### src/hw/rtl/crdi2s_pkg.sv
package crdi2s_pkg;

  localparam logic [3:0] POS_FIRST   = 4'd0;
  localparam logic [3:0] POS_X_BEGIN = 4'd1;
  localparam logic [3:0] POS_X_END   = 4'd6;
  localparam logic [3:0] POS_Y_BEGIN = 4'd8;
  localparam logic [3:0] POS_Y_END   = 4'd13;
  localparam logic [3:0] POS_LAST    = 4'd14;

  localparam logic [1:0] KIND_NONE  = 2'd0;
  localparam logic [1:0] KIND_COORD = 2'd1;
  localparam logic [1:0] KIND_FRAME = 2'd2;

  localparam logic [1:0] PH_SKIP   = 2'd0;
  localparam logic [1:0] PH_DIGITS = 2'd1;
  localparam logic [1:0] PH_DONE   = 2'd2;

  localparam logic [7:0] CH_C     = 8'h43;
  localparam logic [7:0] CH_Z     = 8'h5A;
  localparam logic [7:0] CH_SPACE = 8'h20;
  localparam logic [7:0] CH_TAB   = 8'h09;
  localparam logic [7:0] CH_CR    = 8'h0D;
  localparam logic [7:0] CH_PLUS  = 8'h2B;
  localparam logic [7:0] CH_MINUS = 8'h2D;
  localparam logic [7:0] CH_ZERO  = 8'h30;
  localparam logic [7:0] CH_NINE  = 8'h39;

  localparam logic [15:0] BUFFER_WORDS = 16'd32768;

  // c = (200000 - v) * 8388607 / 200000 = 41 * d + d * 188607 / 200000
  localparam logic signed [21:0] CENTER   = 22'sd200000;
  localparam logic [17:0]        FRAC_MUL = 18'd188607;
  localparam logic [20:0]        RECIP    = 21'd1374389;
  localparam logic [33:0]        DIV_LO   = 34'd3125;

  localparam int SCALE_STAGES = 4;

  typedef logic [20:0]        val_t;
  typedef logic signed [20:0] coord_t;
  typedef logic signed [26:0] scaled_t;

  typedef struct packed {
    logic [15:0] out_word;
    logic        is_frame_end;
    logic [13:0] frame_length;
    logic        overflow;
    logic        last;
  } res_t;

endpackage

### src/hw/rtl/crdi2s_if.sv
interface crdi2s_in_if;
  logic       valid;
  logic       ready;
  logic [7:0] rx_byte;

  modport source(output valid, output rx_byte, input ready);
  modport sink(input valid, input rx_byte, output ready);
endinterface

interface crdi2s_out_if;
  logic        valid;
  logic        ready;
  logic [15:0] out_word;
  logic        is_frame_end;
  logic [13:0] frame_length;
  logic        overflow;
  logic        last;

  modport source(output valid, output out_word, output is_frame_end, output frame_length,
                 output overflow, output last, input ready);
  modport sink(input valid, input out_word, input is_frame_end, input frame_length,
               input overflow, input last, output ready);
endinterface

### src/hw/rtl/crdi2s_scale.sv
module crdi2s_scale (
  input  logic                     clk,
  input  crdi2s_pkg::coord_t       v,
  output crdi2s_pkg::scaled_t      c
);

  logic signed [21:0] d;
  logic [21:0]        d_neg;
  logic [20:0]        mag;

  logic [20:0] mag1_r;
  logic        neg1_r;
  logic [38:0] prod2_r;
  logic [26:0] base2_r;
  logic        neg2_r;
  logic [31:0] x3_r;
  logic [20:0] q3_r;
  logic [26:0] base3_r;
  logic        neg3_r;
  crdi2s_pkg::scaled_t c4_r;

  logic [52:0] est;
  logic [33:0] rem;
  logic [20:0] q_fix;
  logic [26:0] cabs;

  assign d     = crdi2s_pkg::CENTER - {v[20], v};
  assign d_neg = -d;
  assign mag   = d[21] ? d_neg[20:0] : d[20:0];

  assign est   = 53'(prod2_r[37:6]) * 53'(crdi2s_pkg::RECIP);
  assign rem   = 34'(x3_r) - 34'(q3_r) * crdi2s_pkg::DIV_LO;
  assign q_fix = q3_r + 21'(rem >= crdi2s_pkg::DIV_LO);
  assign cabs  = base3_r + 27'(q_fix);

  always_ff @(posedge clk) begin
    mag1_r  <= mag;
    neg1_r  <= d[21];
    prod2_r <= 39'(mag1_r) * 39'(crdi2s_pkg::FRAC_MUL);
    base2_r <= (27'(mag1_r) << 5) + (27'(mag1_r) << 3) + 27'(mag1_r);
    neg2_r  <= neg1_r;
    x3_r    <= prod2_r[37:6];
    q3_r    <= est[52:32];
    base3_r <= base2_r;
    neg3_r  <= neg2_r;
    c4_r    <= neg3_r ? -$signed(cabs) : $signed(cabs);
  end

  assign c = c4_r;

endmodule

### src/hw/rtl/coordinate_record_to_i2s_words_top.sv
// The last byte of a record starts an event that runs through scaling into the result queue.
// Throughput: one byte per cycle while ready; a coordinate record queues four results.
// Input stalls while the 8-entry result queue has fewer than four free entries.
// Scaling runs through a 4-stage multiply pipeline per coordinate.
// Reset: synchronous active-low rst_n clears record position, parser, word count and the queue.
module coordinate_record_to_i2s_words_top (
  input  logic                clk,
  input  logic                rst_n,
  crdi2s_in_if.sink           in_ch,
  crdi2s_out_if.source        out_ch
);

  localparam int FIFO_DEPTH = 8;
  localparam int ADDR_W     = $clog2(FIFO_DEPTH);
  localparam int CNT_W      = ADDR_W + 1;

  logic [3:0]  pos_r;
  logic [1:0]  kind_r;
  logic [1:0]  phase_r;
  logic        neg_r;
  crdi2s_pkg::val_t   val_r;
  crdi2s_pkg::coord_t xh_r;
  logic [15:0] wc_r;

  logic                ev_vld_r;
  logic                ev_frm_r;
  crdi2s_pkg::coord_t  ev_x_r;
  crdi2s_pkg::coord_t  ev_y_r;
  logic [crdi2s_pkg::SCALE_STAGES-1:0] tag_vld_r;
  logic [crdi2s_pkg::SCALE_STAGES-1:0] tag_frm_r;

  crdi2s_pkg::res_t    mem_r [FIFO_DEPTH];
  logic [ADDR_W-1:0]   wptr_r;
  logic [ADDR_W-1:0]   rptr_r;
  logic [CNT_W-1:0]    cnt_r;

  logic        in_acc;
  logic        out_acc;
  logic [7:0]  ch;
  logic        is_dig;
  logic        is_ws;
  logic [3:0]  dval;
  logic [1:0]  f_ph;
  logic        f_neg;
  crdi2s_pkg::val_t f_val;
  logic        in_field;
  logic [3:0]  pos_nxt;
  logic [1:0]  kind_nxt;
  logic [1:0]  phase_nxt;
  logic        neg_nxt;
  crdi2s_pkg::val_t   val_nxt;
  crdi2s_pkg::coord_t xh_nxt;
  logic        ev_vld_nxt;
  logic        ev_frm_nxt;

  crdi2s_pkg::scaled_t cx;
  crdi2s_pkg::scaled_t cy;

  logic              push_coord;
  logic              push_frame;
  logic [2:0]        push_n;
  crdi2s_pkg::res_t  wr_ent [4];
  logic [15:0]       wc_chain [5];
  logic [3:0]        ovf;
  logic [15:0]       wc_nxt;

  function automatic crdi2s_pkg::coord_t field_value(input logic neg, input crdi2s_pkg::val_t v);
    logic [20:0] nv;
    nv = -v;
    return neg ? crdi2s_pkg::coord_t'(nv) : crdi2s_pkg::coord_t'(v);
  endfunction

  assign in_acc  = in_ch.valid && in_ch.ready;
  assign out_acc = out_ch.valid && out_ch.ready;
  assign in_ch.ready = cnt_r <= CNT_W'(FIFO_DEPTH - 4);

  // field parser, one byte
  always_comb begin
    ch     = in_ch.rx_byte;
    is_dig = (ch >= crdi2s_pkg::CH_ZERO) && (ch <= crdi2s_pkg::CH_NINE);
    is_ws  = (ch == crdi2s_pkg::CH_SPACE) ||
             ((ch >= crdi2s_pkg::CH_TAB) && (ch <= crdi2s_pkg::CH_CR));
    dval   = 4'(ch - crdi2s_pkg::CH_ZERO);
    f_ph   = phase_r;
    f_neg  = neg_r;
    f_val  = val_r;
    if (phase_r == crdi2s_pkg::PH_SKIP) begin
      if (is_ws) begin
        f_ph = phase_r;
      end else if ((ch == crdi2s_pkg::CH_PLUS) || (ch == crdi2s_pkg::CH_MINUS)) begin
        f_neg = (ch == crdi2s_pkg::CH_MINUS);
        f_ph  = crdi2s_pkg::PH_DIGITS;
      end else if (is_dig) begin
        f_val = 21'(dval);
        f_ph  = crdi2s_pkg::PH_DIGITS;
      end else begin
        f_ph = crdi2s_pkg::PH_DONE;
      end
    end else if (phase_r == crdi2s_pkg::PH_DIGITS) begin
      if (is_dig) begin
        f_val = 21'((25'(val_r) << 3) + (25'(val_r) << 1) + 25'(dval));
      end else begin
        f_ph = crdi2s_pkg::PH_DONE;
      end
    end
  end

  // record sequencing
  always_comb begin
    in_field = ((pos_r >= crdi2s_pkg::POS_X_BEGIN) && (pos_r <= crdi2s_pkg::POS_X_END)) ||
               ((pos_r >= crdi2s_pkg::POS_Y_BEGIN) && (pos_r <= crdi2s_pkg::POS_Y_END));
    pos_nxt    = (pos_r == crdi2s_pkg::POS_LAST) ? crdi2s_pkg::POS_FIRST : pos_r + 4'd1;
    kind_nxt   = kind_r;
    phase_nxt  = phase_r;
    neg_nxt    = neg_r;
    val_nxt    = val_r;
    xh_nxt     = xh_r;
    ev_vld_nxt = 1'b0;
    ev_frm_nxt = 1'b0;
    if (pos_r == crdi2s_pkg::POS_FIRST) begin
      if (ch == crdi2s_pkg::CH_C) begin
        kind_nxt = crdi2s_pkg::KIND_COORD;
      end else if (ch == crdi2s_pkg::CH_Z) begin
        kind_nxt = crdi2s_pkg::KIND_FRAME;
      end else begin
        kind_nxt = crdi2s_pkg::KIND_NONE;
      end
      phase_nxt = crdi2s_pkg::PH_SKIP;
      neg_nxt   = 1'b0;
      val_nxt   = '0;
    end else if (kind_r == crdi2s_pkg::KIND_COORD) begin
      if (in_field) begin
        phase_nxt = f_ph;
        neg_nxt   = f_neg;
        val_nxt   = f_val;
      end
      if (pos_r == crdi2s_pkg::POS_X_END) begin
        xh_nxt    = field_value(f_neg, f_val);
        phase_nxt = crdi2s_pkg::PH_SKIP;
        neg_nxt   = 1'b0;
        val_nxt   = '0;
      end else if (pos_r == crdi2s_pkg::POS_LAST) begin
        ev_vld_nxt = 1'b1;
        phase_nxt  = crdi2s_pkg::PH_SKIP;
        neg_nxt    = 1'b0;
        val_nxt    = '0;
      end
    end else if ((kind_r == crdi2s_pkg::KIND_FRAME) && (pos_r == crdi2s_pkg::POS_LAST)) begin
      ev_vld_nxt = 1'b1;
      ev_frm_nxt = 1'b1;
    end
  end

  always_ff @(posedge clk) begin
    if (!rst_n) begin
      pos_r     <= crdi2s_pkg::POS_FIRST;
      kind_r    <= crdi2s_pkg::KIND_NONE;
      phase_r   <= crdi2s_pkg::PH_SKIP;
      neg_r     <= 1'b0;
      val_r     <= '0;
      xh_r      <= '0;
      ev_vld_r  <= 1'b0;
      ev_frm_r  <= 1'b0;
      tag_vld_r <= '0;
      tag_frm_r <= '0;
    end else begin
      if (in_acc) begin
        pos_r   <= pos_nxt;
        kind_r  <= kind_nxt;
        phase_r <= phase_nxt;
        neg_r   <= neg_nxt;
        val_r   <= val_nxt;
        xh_r    <= xh_nxt;
      end
      ev_vld_r  <= in_acc && ev_vld_nxt;
      ev_frm_r  <= ev_frm_nxt;
      tag_vld_r <= {tag_vld_r[crdi2s_pkg::SCALE_STAGES-2:0], ev_vld_r};
      tag_frm_r <= {tag_frm_r[crdi2s_pkg::SCALE_STAGES-2:0], ev_frm_r};
    end
  end

  always_ff @(posedge clk) begin
    if (in_acc && ev_vld_nxt) begin
      ev_x_r <= xh_r;
      ev_y_r <= field_value(neg_r, val_r);
    end
  end

  crdi2s_scale u_scale_x (
    .clk (clk),
    .v   (ev_x_r),
    .c   (cx)
  );

  crdi2s_scale u_scale_y (
    .clk (clk),
    .v   (ev_y_r),
    .c   (cy)
  );

  // pack words, count stored words
  always_comb begin
    push_coord = tag_vld_r[crdi2s_pkg::SCALE_STAGES-1] && !tag_frm_r[crdi2s_pkg::SCALE_STAGES-1];
    push_frame = tag_vld_r[crdi2s_pkg::SCALE_STAGES-1] && tag_frm_r[crdi2s_pkg::SCALE_STAGES-1];
    wc_chain[0] = wc_r;
    for (int i = 0; i < 4; i++) begin
      ovf[i] = wc_chain[i] >= crdi2s_pkg::BUFFER_WORDS;
      wc_chain[i+1] = ovf[i] ? wc_chain[i] : wc_chain[i] + 16'd1;
    end
    wr_ent[0].out_word = {cx[26], cx[22:8]};
    wr_ent[1].out_word = {cx[7:0], 8'h00};
    wr_ent[2].out_word = {cy[26], cy[22:8]};
    wr_ent[3].out_word = {cy[7:0], 8'h00};
    for (int i = 0; i < 4; i++) begin
      wr_ent[i].is_frame_end = 1'b0;
      wr_ent[i].frame_length = '0;
      wr_ent[i].overflow     = ovf[i];
      wr_ent[i].last         = (i == 3);
    end
    push_n = 3'd0;
    wc_nxt = wc_r;
    if (push_coord) begin
      push_n = 3'd4;
      wc_nxt = wc_chain[4];
    end else if (push_frame) begin
      push_n = 3'd1;
      wc_nxt = '0;
      wr_ent[0].out_word     = '0;
      wr_ent[0].is_frame_end = 1'b1;
      wr_ent[0].frame_length = {wc_r[15:3], 1'b0};
      wr_ent[0].overflow     = 1'b0;
      wr_ent[0].last         = 1'b1;
    end
  end

  always_ff @(posedge clk) begin
    for (int i = 0; i < 4; i++) begin
      if (3'(i) < push_n) begin
        mem_r[ADDR_W'(wptr_r + ADDR_W'(i))] <= wr_ent[i];
      end
    end
  end

  always_ff @(posedge clk) begin
    if (!rst_n) begin
      wptr_r <= '0;
      rptr_r <= '0;
      cnt_r  <= '0;
      wc_r   <= '0;
    end else begin
      wptr_r <= ADDR_W'(wptr_r + ADDR_W'(push_n));
      rptr_r <= rptr_r + ADDR_W'(out_acc);
      cnt_r  <= cnt_r + CNT_W'(push_n) - CNT_W'(out_acc);
      wc_r   <= wc_nxt;
    end
  end

  assign out_ch.valid        = cnt_r != '0;
  assign out_ch.out_word     = mem_r[rptr_r].out_word;
  assign out_ch.is_frame_end = mem_r[rptr_r].is_frame_end;
  assign out_ch.frame_length = mem_r[rptr_r].frame_length;
  assign out_ch.overflow     = mem_r[rptr_r].overflow;
  assign out_ch.last         = mem_r[rptr_r].last;

`ifndef NO_ASSERTIONS
  a_cnt_bound: assert property (@(posedge clk) disable iff (!rst_n)
    cnt_r <= CNT_W'(FIFO_DEPTH))
    else $error("result queue count beyond depth");

  a_push_room: assert property (@(posedge clk) disable iff (!rst_n)
    push_n != 3'd0 |-> ({1'b0, cnt_r} + (CNT_W + 1)'(push_n)) <= (CNT_W + 1)'(FIFO_DEPTH))
    else $error("result queue push without room");

  a_one_record: assert property (@(posedge clk) disable iff (!rst_n)
    ev_vld_r |-> tag_vld_r == '0)
    else $error("two records in the scaling pipeline");

  a_pos_range: assert property (@(posedge clk) disable iff (!rst_n)
    pos_r <= crdi2s_pkg::POS_LAST)
    else $error("record position out of range");

  a_frame_clear: assert property (@(posedge clk) disable iff (!rst_n)
    push_frame |=> wc_r == '0)
    else $error("word count not cleared after frame end");
`endif

endmodule
### src/flat_wrapper.sv
// flat-port wrapper written by rule: the top's interface ports become plain ports
module coordinate_record_to_i2s_words_top_flat 
  (clk, rst_n, in_ch_valid, in_ch_rx_byte, in_ch_ready, out_ch_valid, out_ch_out_word, out_ch_is_frame_end, out_ch_frame_length, out_ch_overflow, out_ch_last, out_ch_ready);
  crdi2s_in_if in_ch_i ();
  crdi2s_out_if out_ch_i ();
  input  logic clk;
  input  logic rst_n;
  input wire logic [$bits(in_ch_i.valid)-1:0] in_ch_valid;
  input wire logic [$bits(in_ch_i.rx_byte)-1:0] in_ch_rx_byte;
  output wire logic [$bits(in_ch_i.ready)-1:0] in_ch_ready;
  output wire logic [$bits(out_ch_i.valid)-1:0] out_ch_valid;
  output wire logic [$bits(out_ch_i.out_word)-1:0] out_ch_out_word;
  output wire logic [$bits(out_ch_i.is_frame_end)-1:0] out_ch_is_frame_end;
  output wire logic [$bits(out_ch_i.frame_length)-1:0] out_ch_frame_length;
  output wire logic [$bits(out_ch_i.overflow)-1:0] out_ch_overflow;
  output wire logic [$bits(out_ch_i.last)-1:0] out_ch_last;
  input wire logic [$bits(out_ch_i.ready)-1:0] out_ch_ready;
  assign in_ch_i.valid = in_ch_valid;
  assign in_ch_i.rx_byte = in_ch_rx_byte;
  assign in_ch_ready = in_ch_i.ready;
  assign out_ch_valid = out_ch_i.valid;
  assign out_ch_out_word = out_ch_i.out_word;
  assign out_ch_is_frame_end = out_ch_i.is_frame_end;
  assign out_ch_frame_length = out_ch_i.frame_length;
  assign out_ch_overflow = out_ch_i.overflow;
  assign out_ch_last = out_ch_i.last;
  assign out_ch_i.ready = out_ch_ready;
  coordinate_record_to_i2s_words_top u_core (.clk(clk), .rst_n(rst_n), .in_ch(in_ch_i), .out_ch(out_ch_i));
endmodule
### config.mk
export PLATFORM = sky130hd
export DESIGN_NAME = coordinate_record_to_i2s_words_top_flat
export DESIGN_NICKNAME = d
export VERILOG_FILES = /design/src/hw/rtl/crdi2s_pkg.sv /design/src/hw/rtl/crdi2s_if.sv /design/src/hw/rtl/crdi2s_scale.sv /design/src/hw/rtl/coordinate_record_to_i2s_words_top.sv /design/src/flat_wrapper.sv
export SDC_FILE = /design/constraint.sdc
export NUM_CORES = 2
export LEC_CHECK = 0
export BUFFER_PORTS_ARGS = -buffer_cell sky130_fd_sc_hd__buf_2
export CAP_MARGIN = 20
export CORE_UTILIZATION = 30
export CTS_BUF_LIST = sky130_fd_sc_hd__clkbuf_4 sky130_fd_sc_hd__clkbuf_8
export DETAILED_ROUTE_END_ITERATION = 6
export GPL_ROUTABILITY_DRIVEN = 0
export PLACE_DENSITY = 0.5
export REMOVE_ABC_BUFFERS = 1
export SETUP_SLACK_MARGIN = 0.1
export SLEW_MARGIN = 20
export SYNTH_ARGS = -nofsm -noshare
export SYNTH_HDL_FRONTEND = slang
export SYNTH_HIERARCHICAL = 1
export SYNTH_SLANG_ARGS = --single-unit
### constraint.sdc
create_clock -name clk -period 10.3 [get_ports clk]
set_input_delay 1.03 -clock clk [delete_from_list [all_inputs] [get_ports clk]]
set_output_delay 1.03 -clock clk [all_outputs]
set_load 0.03 [all_outputs]
=== Yosys cells after proc, flatten, opt, wreduce, memory -nomap -nowiden ===
Memories as Yosys holds them, arrays and structs flattened. A register that Yosys moved wholly into a read port is not among the register bits.
Cells that the tools add are included.

* Register bits after elaboration: 521
* Memory bits (writable): 264
* Output and inout bits: 35
* Logic and storage cells: 198
* Memories: 1

{| class="wikitable"
|+ Memory list
! memory !! words !! width !! rd ports !! clocked after Yosys merged registers in !! wr ports !! line !! RTL
|-
| u_core.mem_r || 8 || 33 || 1 || 1 || 4 || coordinate_record_to_i2s_words_top.sv:32 || <nowiki>crdi2s_pkg::res_t mem_r [FIFO_DEPTH];</nowiki>
|}

* Add/sub/neg operators: 33
* $mul: 6
* $lt $le $gt $ge: 19
* Eq/ne operators: 12
* Mux-type cells: 63
* Bitwise logic cells: 2
* Reductions and logical operators: 26

{| class="wikitable"
|+ Operators with widths
! kind !! number
|-
| $mux W21 || 15
|-
| $add A27 B21 Y27 || 4
|-
| $mul A32 B21 Y53 const B || 2
|-
| $mux W16 || 6
|-
| $neg A21 Y21 || 4
|-
| $mul A21 B18 Y38 const B || 2
|-
| $ge A34 B12 Y1 const B || 2
|-
| $sub A32 B33 Y34 || 2
|-
| $mul A21 B12 Y33 const B || 2
|-
| $mux W33 || 2
|-
| $add A16 B1 Y16 const B || 4
|-
| $ge A16 B16 Y1 const B || 4
|-
| $add A26 B24 Y27 || 2
|-
| $mux W27 || 2
|-
| $neg A27 Y27 || 2
|-
| $sub A19 B21 Y22 const A || 2
|-
| $add A21 B1 Y21 || 2
|-
| $mux W2 || 13
|-
| $eq A8 B6 Y1 const B || 3
|-
| $mux W1 || 22
|-
| $add A21 B21 Y21 || 1
|-
| $add A21 B4 Y21 || 1
|-
| $eq A8 B7 Y1 const B || 2
|-
| $logic_and A1 B1 Y1 || 10
|-
| 38 further kinds || 50
|}

=== Depth between registers and ports, before layout ===
* Depth after elaboration: 11
* Gate-level depth with buffers: 40

=== Modules after synthesis ===
Netlist, hierarchy kept.

{| class="wikitable"
|+ By module, submodules not included
! module !! times used !! cells an instance !! area an instance (sq um) !! sequential area each (sq um)
|-
| crdi2s_scale (u_core.u_scale_x) || 1 || 3,335 || 32,716.4 || 3,803.6
|-
| crdi2s_scale (u_core.u_scale_y) || 1 || 3,269 || 32,696.4 || 3,803.6
|-
| coordinate_record_to_i2s_words_top || 1 || 2,463 || 22,091.2 || 8,848.5
|}

=== Least setup slack after synthesis ===
Ideal clock, no wire load.

* Path kind: reg-to-reg
* Start point: reg u_core.u_scale_x.q3_r[11]
* End point: reg u_core.u_scale_x.c4_r[25], in the netlist u_core/u_scale_x/c[25]
* Library setup time: 0.072 ns
* Data arrival time: 9.240 ns
* Required time: 10.228 ns
* Path slack: 0.988 ns
* Stages on the path, launching flop included: 37
* Buffers on the path: 0
* Period minus slack after synthesis: 9.312 ns
* Path through: dfxtp_1 > ha_1 > fa_1 > inv_1 > fa_1 > fa_1 > inv_1 > fa_1 > inv_1 > ha_1 > inv_1 > o21bai_1 > a21oi_1 > o22ai_1 > o41ai_1 > a211oi_1 > a21oi_1 > o21ai_0 > or3b_2 > o2111a_1 > nand4_1 > ha_1 > ha_1 > nand2_1 > xnor2_1 > ha_1 > a2111oi_4 > o21ai_2 > a21oi_4 > mux2i_1 > or4_4 > or4b_4 > or2_4 > or3_4 > nand2b_4 > o31ai_2 > xnor2_1

* Cells in the longest elaborated chain, start to end: 7

{| class="wikitable"
|+ RTL lines
! element !! line !! RTL
|-
| start, declared || crdi2s_scale.sv:17 || <nowiki>logic [20:0] q3_r;</nowiki>
|-
| start signal, assigned || crdi2s_scale.sv:43 || <nowiki>q3_r <= est[52:32];</nowiki>
|-
| $mul A21 B12 Y33 || crdi2s_scale.sv:32 || <nowiki>assign rem = 34'(x3_r) - 34'(q3_r) * crdi2s_pkg::DIV_LO;</nowiki>
|-
| $sub A32 B33 Y34 || crdi2s_scale.sv:32 ||
|-
| $ge A34 B12 Y1 || crdi2s_scale.sv:33 || <nowiki>assign q_fix = q3_r + 21'(rem >= crdi2s_pkg::DIV_LO);</nowiki>
|-
| $add A21 B1 Y21 (*) || crdi2s_scale.sv:33 ||
|-
| $add A27 B21 Y27 (*) || crdi2s_scale.sv:34 || <nowiki>assign cabs = base3_r + 27'(q_fix);</nowiki>
|-
| $neg A27 Y27 || crdi2s_scale.sv:46 || <nowiki>c4_r <= neg3_r ? -$signed(cabs) : $signed(cabs);</nowiki>
|-
| $mux W27 (*) || crdi2s_scale.sv:46 ||
|-
| end signal, assigned || crdi2s_scale.sv:46 ||
|-
| end, declared || crdi2s_scale.sv:20 || <nowiki>crdi2s_pkg::scaled_t c4_r;</nowiki>
|}

Every way passes the cells marked *; elsewhere a longest branch is shown, timed or not.
A chain may end at the register's enable or synchronous reset.

=== Worst setup path in the final report ===
* Start point: reg u_core.u_scale_x.q3_r[18]
* End point: reg u_core.u_scale_x.c4_r[21], in the netlist u_core/u_scale_x/c[21]

The elaborated chain is that of the path after synthesis.

==> impl_metrics.xml <==
<?xml version="1.0" encoding="UTF-8"?>
<metrics>
  <group name="route">
    <metric name="post_route_ant_nets" unit="">0</metric>
    <metric name="average_via_count_per_standard_cell" unit="">4.82</metric>
    <metric name="vias" unit="">63150</metric>
    <metric name="route.detailed.wl_per_inst" unit="um">18.2</metric>
    <metric name="routed_wl_met2" unit="mm">110</metric>
    <metric name="drt_total_wl" unit="mm">238</metric>
    <metric name="detail_route.drc_violations" unit="">0</metric>
    <metric name="detail_route.first_pass.iterations" unit="">6</metric>
    <metric name="routed-wl-met3" unit="mm">10.9</metric>
    <metric name="post_route_m1_wl" unit="mm">111</metric>
    <metric name="routed.top_layer" unit="">met5</metric>
    <metric name="drt_first_iter_violations" unit="">3650</metric>
  </group>
  <group name="setup_path">
    <metric name="crit_path_max_incr_delay" unit="ns">0.54</metric>
    <metric name="setup.reg_to_reg.worst_slack" unit="ns">0.54</metric>
    <metric name="endpoint_kind" unit="">register</metric>
    <metric name="worst-endpoint-required" unit="ns">11.09</metric>
    <metric name="timing.critical_path.from" unit="">u_core/u_scale_x/q3_r[18]$_DFF_P_</metric>
    <metric name="crit_path_arrival_time" unit="ns">10.54</metric>
    <metric name="cp-endpoint" unit="">u_core/u_scale_x/c[21]$_DFF_P_</metric>
    <metric name="path_max_fanout" unit="">8</metric>
    <metric name="r2r-end" unit="">u_core/u_scale_x/c[21]$_DFF_P_</metric>
    <metric name="cpMaxStageDelayCell" unit="">dfxtp_1</metric>
    <metric name="worst_r2r_path_depth" unit="">34</metric>
    <metric name="worstSetupStartpointType" unit="">register</metric>
    <metric name="timing.setup.critical_path_class" unit="">register to register</metric>
    <metric name="critical_path.reg2reg.startpoint" unit="">u_core/u_scale_x/q3_r[18]$_DFF_P_</metric>
  </group>
  <group name="global_route">
    <metric name="grt_pass1_wl" unit="mm">380</metric>
    <metric name="globalRoute.totalOverflow" unit="">0</metric>
    <metric name="largest_net_degree_at_the_start_of_global_routing" unit="">54</metric>
    <metric name="first_global_vias" unit="">67119</metric>
    <metric name="antenna_found_initial" unit="">16</metric>
    <metric name="globalRouteTotalUtil" unit="%">16.4</metric>
  </group>
  <group name="cts">
    <metric name="cts_root_buf" unit="">clkbuf_8</metric>
    <metric name="tritoncts.num_buffers" unit="">144</metric>
    <metric name="htree_levels" unit="">4</metric>
    <metric name="clock_sinks" unit="">759</metric>
    <metric name="worst_setup_hold_path_clk_slew" unit="ns">0.06</metric>
    <metric name="hold_buffers" unit="">0</metric>
    <metric name="tritoncts" unit="">yes</metric>
    <metric name="clk_latency" unit="ns">0.95</metric>
    <metric name="maximum_clock_path_buffer_count" unit="">3</metric>
  </group>
  <group name="timing">
    <metric name="slew_viol_final" unit="">0</metric>
    <metric name="timing.setup.tns" unit="ns">0</metric>
    <metric name="hold_viol_final" unit="">0</metric>
    <metric name="timing.max_slew.rel_slack" unit="%">19.6</metric>
    <metric name="worstMarginPinSlew" unit="ns">1.20</metric>
    <metric name="clock_skew" unit="ns">0.0959</metric>
    <metric name="finalSetupViolCount" unit="">0</metric>
    <metric name="final_critical_path_setup_slack" unit="ns">0.544</metric>
    <metric name="unrepaired_setup_endpoints_after_global_routing" unit="">no</metric>
    <metric name="timing.final.crit_share" unit="%">94.7</metric>
    <metric name="finalWorstPathRequiredPeriod" unit="ns">9.76</metric>
    <metric name="clock.fmax" unit="MHz">103</metric>
  </group>
  <group name="power_and_ir_drop">
    <metric name="total_leakage_power" unit="nW">45.8</metric>
    <metric name="p_total" unit="mW">6.73</metric>
    <metric name="power_switching" unit="mW">1.71</metric>
    <metric name="comb_power_share" unit="%">5.1</metric>
    <metric name="power_density" unit="nW/um2">70.4</metric>
    <metric name="power.share.switching" unit="%">25.4</metric>
    <metric name="ir_drop" unit="uV">109</metric>
    <metric name="power_report.internal_total" unit="mW">5.02</metric>
    <metric name="p_clk_share" unit="%">49.4</metric>
    <metric name="seq_power_share" unit="%">45.4</metric>
  </group>
  <group name="logic_synthesis">
    <metric name="mapped_avg_cell_area" unit="um2">9.65</metric>
    <metric name="postSynthCellCount" unit="">9041</metric>
    <metric name="synth_warnings" unit="">6</metric>
    <metric name="summed_instance_area_of_the_synthesized_netlist" unit="um2">87200</metric>
  </group>
  <group name="floorplanning">
    <metric name="io_pins" unit="">47</metric>
    <metric name="initial_utilization" unit="%">30.2</metric>
    <metric name="die-width" unit="um">541</metric>
    <metric name="placementRows" unit="">197</metric>
    <metric name="core_region_area" unit="um2">289000</metric>
    <metric name="die_area" unit="um2">293000</metric>
    <metric name="die_h" unit="um">541</metric>
  </group>
  <group name="placement">
    <metric name="pre_cts_ws" unit="ns">0.166</metric>
    <metric name="portBuffers" unit="">45</metric>
    <metric name="detailed_place_hpwl" unit="mm">189</metric>
    <metric name="place_inst" unit="">12829</metric>
  </group>
  <group name="finish">
    <metric name="nNetsFinal" unit="">11554</metric>
    <metric name="final_cell_mix" unit="">1731 x inv_1, 1374 x ha_1, 1067 x fa_1</metric>
    <metric name="stdcell_count" unit="">13099</metric>
    <metric name="layout-area-overhead-vs-synth" unit="%">9.63</metric>
    <metric name="layout.cells.most_common" unit="">inv_1</metric>
    <metric name="drive_above_1_share" unit="%">7.21</metric>
    <metric name="final_core_util" unit="%">33.1</metric>
  </group>
  <group name="flow_run">
    <metric name="drv.max_cap_violation_count" unit="">0</metric>
  </group>
  <group name="run_status">
    <metric name="status" unit="">completed</metric>
  </group>
  <group name="hold_path">
    <metric name="hold_class" unit="">register to register</metric>
  </group>
</metrics>
[worst min path at each step]
stage / start / end / cells after the start
2_1_floorplan: u_core/u_scale_x/base2_r[0]$_DFF_P_ / u_core/u_scale_x/base3_r[0]$_DFF_P_ / 0
3_3_place_gp: u_core/u_scale_y/base2_r[5]$_DFF_P_ / u_core/u_scale_y/base3_r[5]$_DFF_P_ / 0
3_5_place_dp: u_core/u_scale_y/base2_r[3]$_DFF_P_ / u_core/u_scale_y/base3_r[3]$_DFF_P_ / 0
4_1_cts: u_core/u_scale_y/base2_r[25]$_DFF_P_ / u_core/u_scale_y/base3_r[25]$_DFF_P_ / 0
5_1_grt: u_core/u_scale_y/base2_r[3]$_DFF_P_ / u_core/u_scale_y/base3_r[3]$_DFF_P_ / 0
6_report: u_core/u_scale_y/base2_r[25]$_DFF_P_ / u_core/u_scale_y/base3_r[25]$_DFF_P_ / 0
[power groups by stage]
| stage | Combinational, mW | Sequential (mW) | Clock [mW] |
|---|---|---|---|
| final | 0.345 | 3.06 | 3.33 |
| after global routing | 0.372 | 3.06 | 3.56 |
| after CTS | 0.349 | 3.06 | 3.44 |
| after detailed placement | 0.348 | 3.12 | 0 |
| after global placement | 0.344 | 3.12 | 0 |
| after floorplan | 0.194 | 3.15 | 0 |
[layout make-up]
cell class / count / area, um2
fillers: 29727 / 193000
multi-input cells: 6296 / 63500
flip-flops and latches: 759 / 16400
inverters: 1737 / 6520
well taps: 3880 / 4850
clock buffers: 210 / 2680
repair buffers: 158 / 1070
clock inverters: 52 / 558
diodes: 7 / 17.5
[through the flow]
stage | instance area [um2] | hold slack [ns]
after detailed placement | 92200 | 0.312
after floorplan | 86200 | 0.310
after global routing | 95600 | 0.322
final | 95600 | 0.306
after CTS | 95500 | 0.307
after global placement | 92200 | 0.313
[worst max-delay path, delay by kind of cell (launching register included)]
family	cells	cell delay (ns)
buffers and inverters	3	0.14
multiplexers	2	0.47
AO/OA/AOI/OAI	9	1.92
AND/OR/NAND/NOR	9	2.77
XOR/XNOR	2	0.22
adder cells (fa/ha/maj)	9	3.51
flip-flops	1	0.54
[metal layers]
| metal | GRT usage, % | vias up |
|---|---|---|
| li1 | - | 30232 |
| met1 | 22.3 | 31102 |
| met2 | 27.2 | 1440 |
| met3 | 2.16 | 366 |
| met4 | 4.64 | 10 |
| met5 | 0 | - |
[flip-flops by register name, summed over array words and instances (netlist names), 27 cells and up]
register and cells:
u_core/u_scale_x/base3_r 27, u_core/u_scale_y/prod2_r 32, u_core/u_scale_x/prod2_r 32, u_core/u_scale_y/base3_r 27, u_core/mem_r 256, u_core/u_scale_y/x3_r 32, u_core/u_scale_y/base2_r 27, u_core/u_scale_x/x3_r 32
u_core/u_scale_x/base2_r 27
[what timing repair did]
| item | 4_1_cts | 5_1_grt |
|---|---|---|
| gates resized for setup | 0 | 40 |
| setup buffers | 0 | 1 |
| endpoints found under the setup margin | 0 | 18 |
No activity file was read; power rests on OpenSTA's default activity.
